## config.mk

```make
export PLATFORM = sky130hd
export DESIGN_NAME = go_back_n_sender
export DESIGN_NICKNAME = d
export VERILOG_FILES = /design/src/design/gbn_pkg.sv /design/src/design/go_back_n_sender.sv /design/src/design/gbn_slot_mem.sv /design/src/design/gbn_ctrl.sv
export SDC_FILE = /design/constraint.sdc
export NUM_CORES = 1
export LEC_CHECK = 0
export ABC_AREA = 1
export ABC_CLOCK_PERIOD_IN_PS = 4000
export BUFFER_PORTS_ARGS = -buffer_cell sky130_fd_sc_hd__clkbuf_2
export CORE_MARGIN = 1
export CORE_UTILIZATION = 30
export DETAILED_ROUTE_END_ITERATION = 12
export HOLD_SLACK_MARGIN = 0.05
export PLACE_DENSITY_LB_ADDON = 0.3
export SLEW_MARGIN = 10
export SYNTH_ARGS = -nofsm -noshare
export SYNTH_HDL_FRONTEND = slang
export SYNTH_HIERARCHICAL = 1
export SYNTH_SLANG_ARGS = --single-unit
export TNS_END_PERCENT = 20
```

## constraint.sdc

```tcl
create_clock -name clk -period 4 [get_ports clk]
set_input_delay 0.4 -clock clk [delete_from_list [all_inputs] [get_ports clk]]
set_output_delay 0.4 -clock clk [all_outputs]
set_load 0.005 [all_outputs]
```

## src/design/gbn_pkg.sv

```systemverilog
// ----------------------------------------------------------------------------
// gbn_pkg
// Shared constants, codes and the result record of the go-back-N sender.
// ----------------------------------------------------------------------------
package gbn_pkg;

  // Default sizing of the window, the sequence space and the packet limit
  localparam int DEF_WINDOW_DEPTH = 4;
  localparam int DEF_SEQ_MAX      = 7;
  localparam int DEF_PAYLOAD_MAX  = 256;

  // Fixed field widths of the stream items
  localparam int OP_W    = 2;
  localparam int BYTE_W  = 8;
  localparam int ASEQ_W  = 3;
  localparam int KIND_W  = 2;
  localparam int FSEQ_W  = 3;
  localparam int CSUM_W  = 17;
  localparam int FSLOT_W = 2;
  localparam int FREED_W = 3;

  // Input operation codes
  localparam logic [OP_W-1:0] OP_BYTE    = 2'd0;
  localparam logic [OP_W-1:0] OP_ACK     = 2'd1;
  localparam logic [OP_W-1:0] OP_TIMEOUT = 2'd2;

  // Result kind codes
  localparam logic [KIND_W-1:0] KIND_SENT    = 2'd0;
  localparam logic [KIND_W-1:0] KIND_ACK_OK  = 2'd1;
  localparam logic [KIND_W-1:0] KIND_ACK_IGN = 2'd2;
  localparam logic [KIND_W-1:0] KIND_DROP    = 2'd3;

  // One result beat as produced by the controller
  typedef struct packed {
    logic [KIND_W-1:0]  kind;
    logic [FSEQ_W-1:0]  seq;
    logic [CSUM_W-1:0]  csum;
    logic [FSLOT_W-1:0] slot;
    logic [FREED_W-1:0] freed;
    logic               last;
  } res_t;

endpackage

```

## src/design/go_back_n_sender.sv

```systemverilog
// A payload byte or ack is taken when the controller is idle and the output
// register is free; a last byte or an ack shows its result beat on m_tvalid
// the next cycle. One byte or ack per cycle while s_tready is high; a timeout
// holds it low while each outstanding frame is fetched from the slot memory
// by a registered read and resent. Reset (rst, synchronous) empties the window
// and the packet sum and drops any held result; the slot memory is not cleared, only written slots are read.
// ----------------------------------------------------------------------------
// go_back_n_sender
// Go-back-N ARQ sender: sums packet bytes into a checksum, issues frame
// descriptors into a sliding window, frees frames on acks and resends the
// whole window on a timeout.
// ----------------------------------------------------------------------------
module go_back_n_sender #(
  parameter int WINDOW_DEPTH = gbn_pkg::DEF_WINDOW_DEPTH,
  parameter int SEQ_MAX      = gbn_pkg::DEF_SEQ_MAX,
  parameter int PAYLOAD_MAX  = gbn_pkg::DEF_PAYLOAD_MAX
) (
  input  logic        clk,
  input  logic        rst,
  // input stream
  input  logic        s_tvalid,
  output logic        s_tready,
  input  logic [15:0] s_tdata,   // data_byte[7:0], ack_seq[10:8], ack_flag[11]
  input  logic [1:0]  s_tuser,   // op[1:0]
  input  logic        s_tlast,   // last_byte
  // result stream
  output logic        m_tvalid,
  input  logic        m_tready,
  output logic [31:0] m_tdata,   // frame_seq[2:0], frame_checksum[19:3],
                                 // slot[21:20], freed[24:22]
  output logic [1:0]  m_tuser,   // kind[1:0]
  output logic        m_tlast    // last
);

  localparam int SLOT_W = (WINDOW_DEPTH > 1) ? $clog2(WINDOW_DEPTH) : 1;

  gbn_pkg::res_t               res;
  gbn_pkg::res_t               out_res;
  logic                        res_valid;
  logic                        res_ready;
  logic                        mem_we;
  logic [SLOT_W-1:0]           mem_waddr;
  logic [gbn_pkg::CSUM_W-1:0]  mem_wdata;
  logic [SLOT_W-1:0]           mem_raddr;
  logic [gbn_pkg::CSUM_W-1:0]  mem_rdata;

  gbn_ctrl #(
    .WINDOW_DEPTH (WINDOW_DEPTH),
    .SEQ_MAX      (SEQ_MAX),
    .PAYLOAD_MAX  (PAYLOAD_MAX)
  ) u_ctrl (
    .clk         (clk),
    .rst         (rst),
    .in_valid    (s_tvalid),
    .in_ready    (s_tready),
    .in_op       (s_tuser),
    .in_data     (s_tdata[7:0]),
    .in_last     (s_tlast),
    .in_ack_seq  (s_tdata[10:8]),
    .in_ack_flag (s_tdata[11]),
    .res_valid   (res_valid),
    .res_ready   (res_ready),
    .res         (res),
    .mem_we      (mem_we),
    .mem_waddr   (mem_waddr),
    .mem_wdata   (mem_wdata),
    .mem_raddr   (mem_raddr),
    .mem_rdata   (mem_rdata)
  );

  gbn_slot_mem #(
    .DEPTH  (WINDOW_DEPTH),
    .DATA_W (gbn_pkg::CSUM_W)
  ) u_slot_mem (
    .clk   (clk),
    .we    (mem_we),
    .waddr (mem_waddr),
    .wdata (mem_wdata),
    .raddr (mem_raddr),
    .rdata (mem_rdata)
  );

  // Output register: free when empty or when the held beat leaves
  assign res_ready = !m_tvalid || m_tready;

  always_ff @(posedge clk) begin
    if (rst) begin
      m_tvalid <= 1'b0;
    end else if (res_ready) begin
      m_tvalid <= res_valid;
    end
  end

  // Hold the result payload
  always_ff @(posedge clk) begin
    if (res_valid && res_ready) begin
      out_res <= res;
    end
  end

  assign m_tdata = {7'b0, out_res.freed, out_res.slot, out_res.csum, out_res.seq};
  assign m_tuser = out_res.kind;
  assign m_tlast = out_res.last;

endmodule

```

## src/design/gbn_slot_mem.sv

```systemverilog
// ----------------------------------------------------------------------------
// gbn_slot_mem
// Checksum store with one entry per window slot: one write port and one
// registered read port.
// ----------------------------------------------------------------------------
module gbn_slot_mem #(
  parameter int DEPTH  = gbn_pkg::DEF_WINDOW_DEPTH,
  parameter int DATA_W = gbn_pkg::CSUM_W
) (
  input  logic                                   clk,
  input  logic                                   we,
  input  logic [((DEPTH > 1) ? $clog2(DEPTH) : 1)-1:0] waddr,
  input  logic [DATA_W-1:0]                      wdata,
  input  logic [((DEPTH > 1) ? $clog2(DEPTH) : 1)-1:0] raddr,
  output logic [DATA_W-1:0]                      rdata
);

  logic [DATA_W-1:0] mem [DEPTH];

  // Store a checksum
  always_ff @(posedge clk) begin
    if (we) begin
      mem[waddr] <= wdata;
    end
  end

  // Register the read data
  always_ff @(posedge clk) begin
    rdata <= mem[raddr];
  end

endmodule

```

## src/design/gbn_ctrl.sv

```systemverilog
// ----------------------------------------------------------------------------
// gbn_ctrl
// Window state and sequencer: sums payload bytes, assigns sequence numbers
// and slots, handles acks, and walks the window on a timeout using one
// shared wrap-around incrementer.
// ----------------------------------------------------------------------------
module gbn_ctrl #(
  parameter int WINDOW_DEPTH = gbn_pkg::DEF_WINDOW_DEPTH,
  parameter int SEQ_MAX      = gbn_pkg::DEF_SEQ_MAX,
  parameter int PAYLOAD_MAX  = gbn_pkg::DEF_PAYLOAD_MAX,
  localparam int SLOT_W      = (WINDOW_DEPTH > 1) ? $clog2(WINDOW_DEPTH) : 1
) (
  input  logic                         clk,
  input  logic                         rst,
  // input item
  input  logic                         in_valid,
  output logic                         in_ready,
  input  logic [gbn_pkg::OP_W-1:0]     in_op,
  input  logic [gbn_pkg::BYTE_W-1:0]   in_data,
  input  logic                         in_last,
  input  logic [gbn_pkg::ASEQ_W-1:0]   in_ack_seq,
  input  logic                         in_ack_flag,
  // result toward the output register
  output logic                         res_valid,
  input  logic                         res_ready,
  output gbn_pkg::res_t                res,
  // slot memory
  output logic                         mem_we,
  output logic [SLOT_W-1:0]            mem_waddr,
  output logic [gbn_pkg::CSUM_W-1:0]   mem_wdata,
  output logic [SLOT_W-1:0]            mem_raddr,
  input  logic [gbn_pkg::CSUM_W-1:0]   mem_rdata
);

  localparam int SEQ_W = $clog2(SEQ_MAX + 1);
  localparam int OUT_W = $clog2(WINDOW_DEPTH + 1);
  localparam int SUM_W = OUT_W + 1;
  localparam int CNT_W = $clog2(PAYLOAD_MAX + 1);
  localparam int CS_W  = gbn_pkg::CSUM_W;

  localparam logic [SEQ_W-1:0]  SEQ_LAST  = SEQ_W'(SEQ_MAX);
  localparam logic [SLOT_W-1:0] SLOT_LAST = SLOT_W'(WINDOW_DEPTH - 1);
  localparam logic [OUT_W-1:0]  WIN_FULL  = OUT_W'(WINDOW_DEPTH);
  localparam logic [SUM_W-1:0]  WIN_WRAP  = SUM_W'(WINDOW_DEPTH);
  localparam logic [CNT_W-1:0]  CNT_LIMIT = CNT_W'(PAYLOAD_MAX);

  typedef enum logic [2:0] {
    ST_IDLE  = 3'b001,
    ST_FETCH = 3'b010,
    ST_EMIT  = 3'b100
  } state_t;

  state_t            state;
  logic [SEQ_W-1:0]  base_seq;
  logic [SLOT_W-1:0] base_slot;
  logic [OUT_W-1:0]  outstanding;
  logic [SEQ_W-1:0]  tx_seq;
  logic [SLOT_W-1:0] next_slot;
  logic [CS_W-1:0]   sum_acc;
  logic [CNT_W-1:0]  byte_count;
  logic [SEQ_W-1:0]  walk_seq;
  logic [SLOT_W-1:0] walk_slot;
  logic [OUT_W-1:0]  walk_cnt;

  logic              accept;
  logic              walk_last;
  logic [SEQ_W-1:0]  inc_seq_in;
  logic [SEQ_W-1:0]  inc_seq_out;
  logic [SLOT_W-1:0] inc_slot_in;
  logic [SLOT_W-1:0] inc_slot_out;
  logic              byte_room;
  logic              win_room;
  logic [CS_W-1:0]   sum_new;
  logic [CS_W-1:0]   frame_csum;
  logic              aseq_ok;
  logic [SEQ_W-1:0]  ack_seq_n;
  logic [SEQ_W-1:0]  ack_off;
  logic              ack_hit;
  logic [OUT_W-1:0]  ack_n;
  logic [SUM_W-1:0]  ack_slot_sum;
  logic [SLOT_W-1:0] base_slot_ack;
  logic [SEQ_W-1:0]  base_seq_ack;
  logic [SUM_W-1:0]  chk_sum;
  logic [SLOT_W-1:0] chk_slot;

  assign in_ready  = (state == ST_IDLE) && res_ready;
  assign accept    = in_valid && in_ready;
  assign walk_last = (walk_cnt == outstanding);

  // Shared wrap-around incrementer: new frames while idle, the walk otherwise
  assign inc_seq_in   = (state == ST_IDLE) ? tx_seq : walk_seq;
  assign inc_slot_in  = (state == ST_IDLE) ? next_slot : walk_slot;
  assign inc_seq_out  = (inc_seq_in == SEQ_LAST) ? '0 : SEQ_W'(inc_seq_in + 1'b1);
  assign inc_slot_out = (inc_slot_in == SLOT_LAST) ? '0 : SLOT_W'(inc_slot_in + 1'b1);

  // Payload sum and frame checksum
  assign byte_room  = (byte_count < CNT_LIMIT);
  assign win_room   = (outstanding < WIN_FULL);
  assign sum_new    = byte_room ? CS_W'(sum_acc + CS_W'(in_data)) : sum_acc;
  assign frame_csum = CS_W'(sum_new + CS_W'(tx_seq));

  // Ack window test: offset from the oldest outstanding frame
  assign aseq_ok   = in_ack_flag && (32'(in_ack_seq) <= SEQ_MAX);
  assign ack_seq_n = SEQ_W'(in_ack_seq);
  assign ack_off   = (ack_seq_n >= base_seq) ? SEQ_W'(ack_seq_n - base_seq)
                   : SEQ_W'(32'(ack_seq_n) + SEQ_MAX + 1 - 32'(base_seq));
  assign ack_hit   = aseq_ok && (32'(ack_off) < 32'(outstanding));
  assign ack_n     = OUT_W'(32'(ack_off) + 1);

  // Advance the window base past the acked frame
  assign ack_slot_sum  = SUM_W'(base_slot) + SUM_W'(ack_n);
  assign base_slot_ack = (ack_slot_sum >= WIN_WRAP) ? SLOT_W'(ack_slot_sum - WIN_WRAP)
                       : SLOT_W'(ack_slot_sum);
  assign base_seq_ack  = (ack_seq_n == SEQ_LAST) ? '0 : SEQ_W'(ack_seq_n + 1'b1);

  // Slot memory ports
  assign mem_waddr = next_slot;
  assign mem_wdata = frame_csum;
  assign mem_raddr = walk_slot;

  // Build the result beat
  always_comb begin
    res       = '0;
    res_valid = 1'b0;
    mem_we    = 1'b0;
    unique case (state)
      ST_IDLE: begin
        if (accept) begin
          unique case (in_op)
            gbn_pkg::OP_BYTE: begin
              if (in_last) begin
                res_valid = 1'b1;
                mem_we    = win_room;
                res.kind  = win_room ? gbn_pkg::KIND_SENT : gbn_pkg::KIND_DROP;
                res.seq   = gbn_pkg::FSEQ_W'(tx_seq);
                res.csum  = frame_csum;
                res.slot  = gbn_pkg::FSLOT_W'(next_slot);
                res.last  = 1'b1;
              end
            end
            gbn_pkg::OP_ACK: begin
              res_valid = 1'b1;
              res.kind  = ack_hit ? gbn_pkg::KIND_ACK_OK : gbn_pkg::KIND_ACK_IGN;
              res.seq   = in_ack_seq;
              res.freed = ack_hit ? gbn_pkg::FREED_W'(ack_n) : '0;
              res.last  = 1'b1;
            end
            default: begin
            end
          endcase
        end
      end
      ST_FETCH: begin
      end
      ST_EMIT: begin
        res_valid = 1'b1;
        res.kind  = gbn_pkg::KIND_SENT;
        res.seq   = gbn_pkg::FSEQ_W'(walk_seq);
        res.csum  = mem_rdata;
        res.slot  = gbn_pkg::FSLOT_W'(walk_slot);
        res.last  = walk_last;
      end
      default: begin
      end
    endcase
  end

  // Sequencer and window state
  always_ff @(posedge clk) begin
    if (rst) begin
      state       <= ST_IDLE;
      base_seq    <= '0;
      base_slot   <= '0;
      outstanding <= '0;
      tx_seq      <= '0;
      next_slot   <= '0;
      sum_acc     <= '0;
      byte_count  <= '0;
      walk_seq    <= '0;
      walk_slot   <= '0;
      walk_cnt    <= '0;
    end else begin
      unique case (state)
        ST_IDLE: begin
          if (accept) begin
            unique case (in_op)
              gbn_pkg::OP_BYTE: begin
                if (in_last) begin
                  // close the packet; claim a slot if the window has room
                  sum_acc    <= '0;
                  byte_count <= '0;
                  if (win_room) begin
                    outstanding <= OUT_W'(outstanding + 1'b1);
                    tx_seq      <= inc_seq_out;
                    next_slot   <= inc_slot_out;
                  end
                end else begin
                  sum_acc <= sum_new;
                  if (byte_room) begin
                    byte_count <= CNT_W'(byte_count + 1'b1);
                  end
                end
              end
              gbn_pkg::OP_ACK: begin
                if (ack_hit) begin
                  base_seq    <= base_seq_ack;
                  base_slot   <= base_slot_ack;
                  outstanding <= OUT_W'(outstanding - ack_n);
                end
              end
              gbn_pkg::OP_TIMEOUT: begin
                if (outstanding != '0) begin
                  walk_seq  <= base_seq;
                  walk_slot <= base_slot;
                  walk_cnt  <= OUT_W'(1);
                  state     <= ST_FETCH;
                end
              end
              default: begin
              end
            endcase
          end
        end
        ST_FETCH: begin
          state <= ST_EMIT;
        end
        ST_EMIT: begin
          if (res_ready) begin
            if (walk_last) begin
              state <= ST_IDLE;
            end else begin
              walk_seq  <= inc_seq_out;
              walk_slot <= inc_slot_out;
              walk_cnt  <= OUT_W'(walk_cnt + 1'b1);
              state     <= ST_FETCH;
            end
          end
        end
        default: begin
          state <= ST_IDLE;
        end
      endcase
    end
  end

  // Expected next slot: oldest slot plus outstanding count, wrapped
  assign chk_sum  = SUM_W'(base_slot) + SUM_W'(outstanding);
  assign chk_slot = (chk_sum >= WIN_WRAP) ? SLOT_W'(chk_sum - WIN_WRAP) : SLOT_W'(chk_sum);

  a_window_bound: assert property (@(posedge clk) disable iff (rst)
    outstanding <= WIN_FULL)
    else $error("outstanding frame count exceeds window depth");

  a_next_slot: assert property (@(posedge clk) disable iff (rst)
    next_slot == chk_slot)
    else $error("next slot out of step with window base");

  a_walk_nonempty: assert property (@(posedge clk) disable iff (rst)
    (state != ST_IDLE) |-> (outstanding != '0 && walk_cnt <= outstanding))
    else $error("window walk outside the outstanding frames");

  a_walk_done: assert property (@(posedge clk) disable iff (rst)
    (state == ST_EMIT && res_ready && walk_last) |=> (state == ST_IDLE))
    else $error("walk did not finish after the last resend");

endmodule
```

==> results.md <==
- Final min period: 3.49 ns
- Maximum buffer depth of the clock tree: 2
- Peak supply drop: 0.263 mV
- Dpl cells: 1,436
- Post-CTS Resized: 0
- WHS: 0.296 ns
- Number of CTS-inserted buffers: 17
- Largest net degree at the start of global routing: 35
- Synth warnings: 6
- Pwr per Cell Area: 489 mW/mm^2
- Final ANT Viol Nets: 0
- Drt drc: 0
- Initial Util: 0.306
- Area share of the largest cell type after synthesis: 0.338
- Post-layout util: 0.353
- Total grt overflow: 0
- P&R area growth vs syn: 15.3%
- Skew-Pair Late Insertion Delay: 0.43 ns
- TNS Setup: 0 ns
- Most common cell after layout, fill and taps aside: nand2_1
- CP Class: reg2reg
- CP required: 4.17 ns
- Worst-margin pin slew: 0.798 ns
- Clock Skew: 0.0116 ns
- Worst-path maximum fanout: 4
- Mapped Cells: 1,022
- Root Buffer: clkbuf_16
- Post-CTS Setup Inserts: 0
- CTS tree: done
- Highest attainable clock frequency: 0.286 GHz
- IO buf count: 48
- GPL Wtd Cong: 0.799
- N_diodes: 0
- CP startpoint kind: flop
- Most frequent cells in the layout: nand2_1, inv_1, edfxtp_1, nand3_1, dfxtp_1
- Status: finished, final reports clean
- Post-Route WL: 19.1 mm
- Post-synthesis register bit count: 164
- Initial antenna violation count: 0
- RSZ-0062 raised after global routing: no
- Final Hold Vio Count: 0
- Row count: 61
- Tightest Hold Check Type: in2reg
- Area contributors post-synth: edfxtp_1, dfxtp_1, nand2_1
- Initial detailed-routing violation count: 417
- Dominant cell type by area after synthesis: edfxtp_1
- Layout Nets: 1,126
- Library cells used by synthesis: 46
- Final worst slack: 0.508 ns
- Worst slew margin: 0.467
- H-tree levels: 4
- Slew Limit Fails: 0
- WP data arrival: 3.67 ns
- Layout cells sized above 1: 0.161
- Lkg Pwr: 4.28 nW
- Total number of vias: 6,436
- Core area: 0.0279 mm^2
- CP endpoint kind: flop
- Routed WL per cell: 13.0 um
- Total track usage: 0.141
- Die ar.: 0.0291 mm^2
- Period Utilization, post-route: 0.873
- Clock sinks: 164
- CTS clock-pin slew for the worst setup and hold paths: 0.07 ns
- Detailed Place HPWL: 13.6 mm
- Max_cap viols: 0
- Top Ports: 60
- Die height: 171 um
- Post-Layout Cell Count: 1,468
- Vias in the first global route: 6,181
- Drt pass-1 iters: 5
- Seq/Total Area, Yosys: 0.498
- Chip Width: 171 um
- Via density: 4.38
- Post-Syn Area: 0.00852 mm^2
- Syn_area_per_cell: 8.34 um^2
- Setup violations, final: 0
- First-pass GRT wire length: 31.6 mm
- Number of hold buffers added after cts: 0
- Setup Slack @ Placement: 0.314 ns
==> stage by stage <==
stage	total power [mW]	cell area (um^2)
after floorplan	2.81	8550
after global placement	3.06	9180
after detailed placement	3.07	9180
after CTS	4.86	9830
after global routing	5.07	9830
final	4.80	9830
==> state kept, by name, indices dropped and copies added (netlist names) <==
signal / flops
u_slot_mem/mem: 68
m_tdata: 25
u_ctrl/sum_acc: 17
u_slot_mem/rdata: 17
u_ctrl/byte_count: 9
u_ctrl/base_seq: 3
u_ctrl/outstanding: 3
u_ctrl/state: 3
u_ctrl/tx_seq: 3
u_ctrl/walk_cnt: 3
u_ctrl/walk_seq: 3
m_tuser: 2
u_ctrl/base_slot: 2
u_ctrl/mem_raddr: 2
u_ctrl/mem_waddr: 2
m_tlast: 1
m_tvalid: 1
==> logic make-up after synthesis <==
logic type | Yosys count | share of synthesized area
xor gates and xnor gates | 11 | 0.0113
buffers and inverters | 205 | 0.102
and+or+nand+nor | 507 | 0.273
DFF | 164 | 0.498
adders and majority gates | 26 | 0.0417
AOI/OAI and AO/OA | 108 | 0.0733
other | 1 | 0.000440
==> synth_stat cells, drive strengths merged <==
cell type    n
nand2      306
inv        173
nand3      106
edfxtp      96
dfxtp       68
nor2        64
a21oi       49
o21ai       41
buf         22
ha          22
clkbuf       9
nor3         9
and2         7
a31oi        6
or2          6
xnor2        6
a22o         5
xor2         5
fa           4
nand4        3
nor3b        3
a211oi       2
nand3b       2
a21o         1
and3         1
clkinv       1
conb         1
o2111ai      1
o211ai       1
o21bai       1
o22ai        1
==> where the power goes <==
part | switching (mW) | internal (mW) | leakage [nW]
Sequential | 0.105 | 2.00 | 1.45
Clock | 0.711 | 1.07 | 0.313
Combinational | 0.628 | 0.288 | 2.52
==> layout make-up <==
type	count	area, um^2
Clock inverter	15	216
Inverter	174	659
Multi-Input combinational cell	659	3470
Fill cell	2880	18000
Tap cell	378	473
Timing Repair Buffer	61	338
Sequential cell	164	4240
Clock buffer	17	425
==> final timing paths <==
kind	from	endpoint	slack, ns	cells past startpoint
hold reg to reg	u_ctrl/byte_count[7]$_SDFFE_PP0P_	u_ctrl/byte_count[7]$_SDFFE_PP0P_	0.46	1
setup reg to reg	u_ctrl/sum_acc[0]$_SDFFE_PP0P_	u_slot_mem/mem[1][14]$_DFFE_PP_	0.51	14
setup / recovery	u_ctrl/sum_acc[0]$_SDFFE_PP0P_	u_slot_mem/mem[1][14]$_DFFE_PP_	0.51	14
hold / removal	m_tready	m_tvalid$_SDFFE_PP0P_	0.30	4
==> critical path, cell delays in order, from the launching register on <==
cell and delay [ns]:
dfxtp_1 0.32, ha_1 0.22, fa_1 0.49, inv_1 0.03, o21ai_0 0.29, inv_1 0.12, fa_1 0.42, or2_2 0.31
nand2_1 0.07, nand3_1 0.13, nor2_2 0.14, inv_1 0.07, nor2_1 0.26, nand4_1 0.15, and2_1 0.21
==> per-layer routing <==
layer  routed length [um]  track usage  vias to the layer above
met5                    0            0                        -
met4                  200       0.0388                        0
met3                  544       0.0248                       13
met2                 9190        0.240                       79
met1                 9130        0.184                     2959
li1                     -            -                     3385
Note: power is estimated with default switching activity, not from simulation.
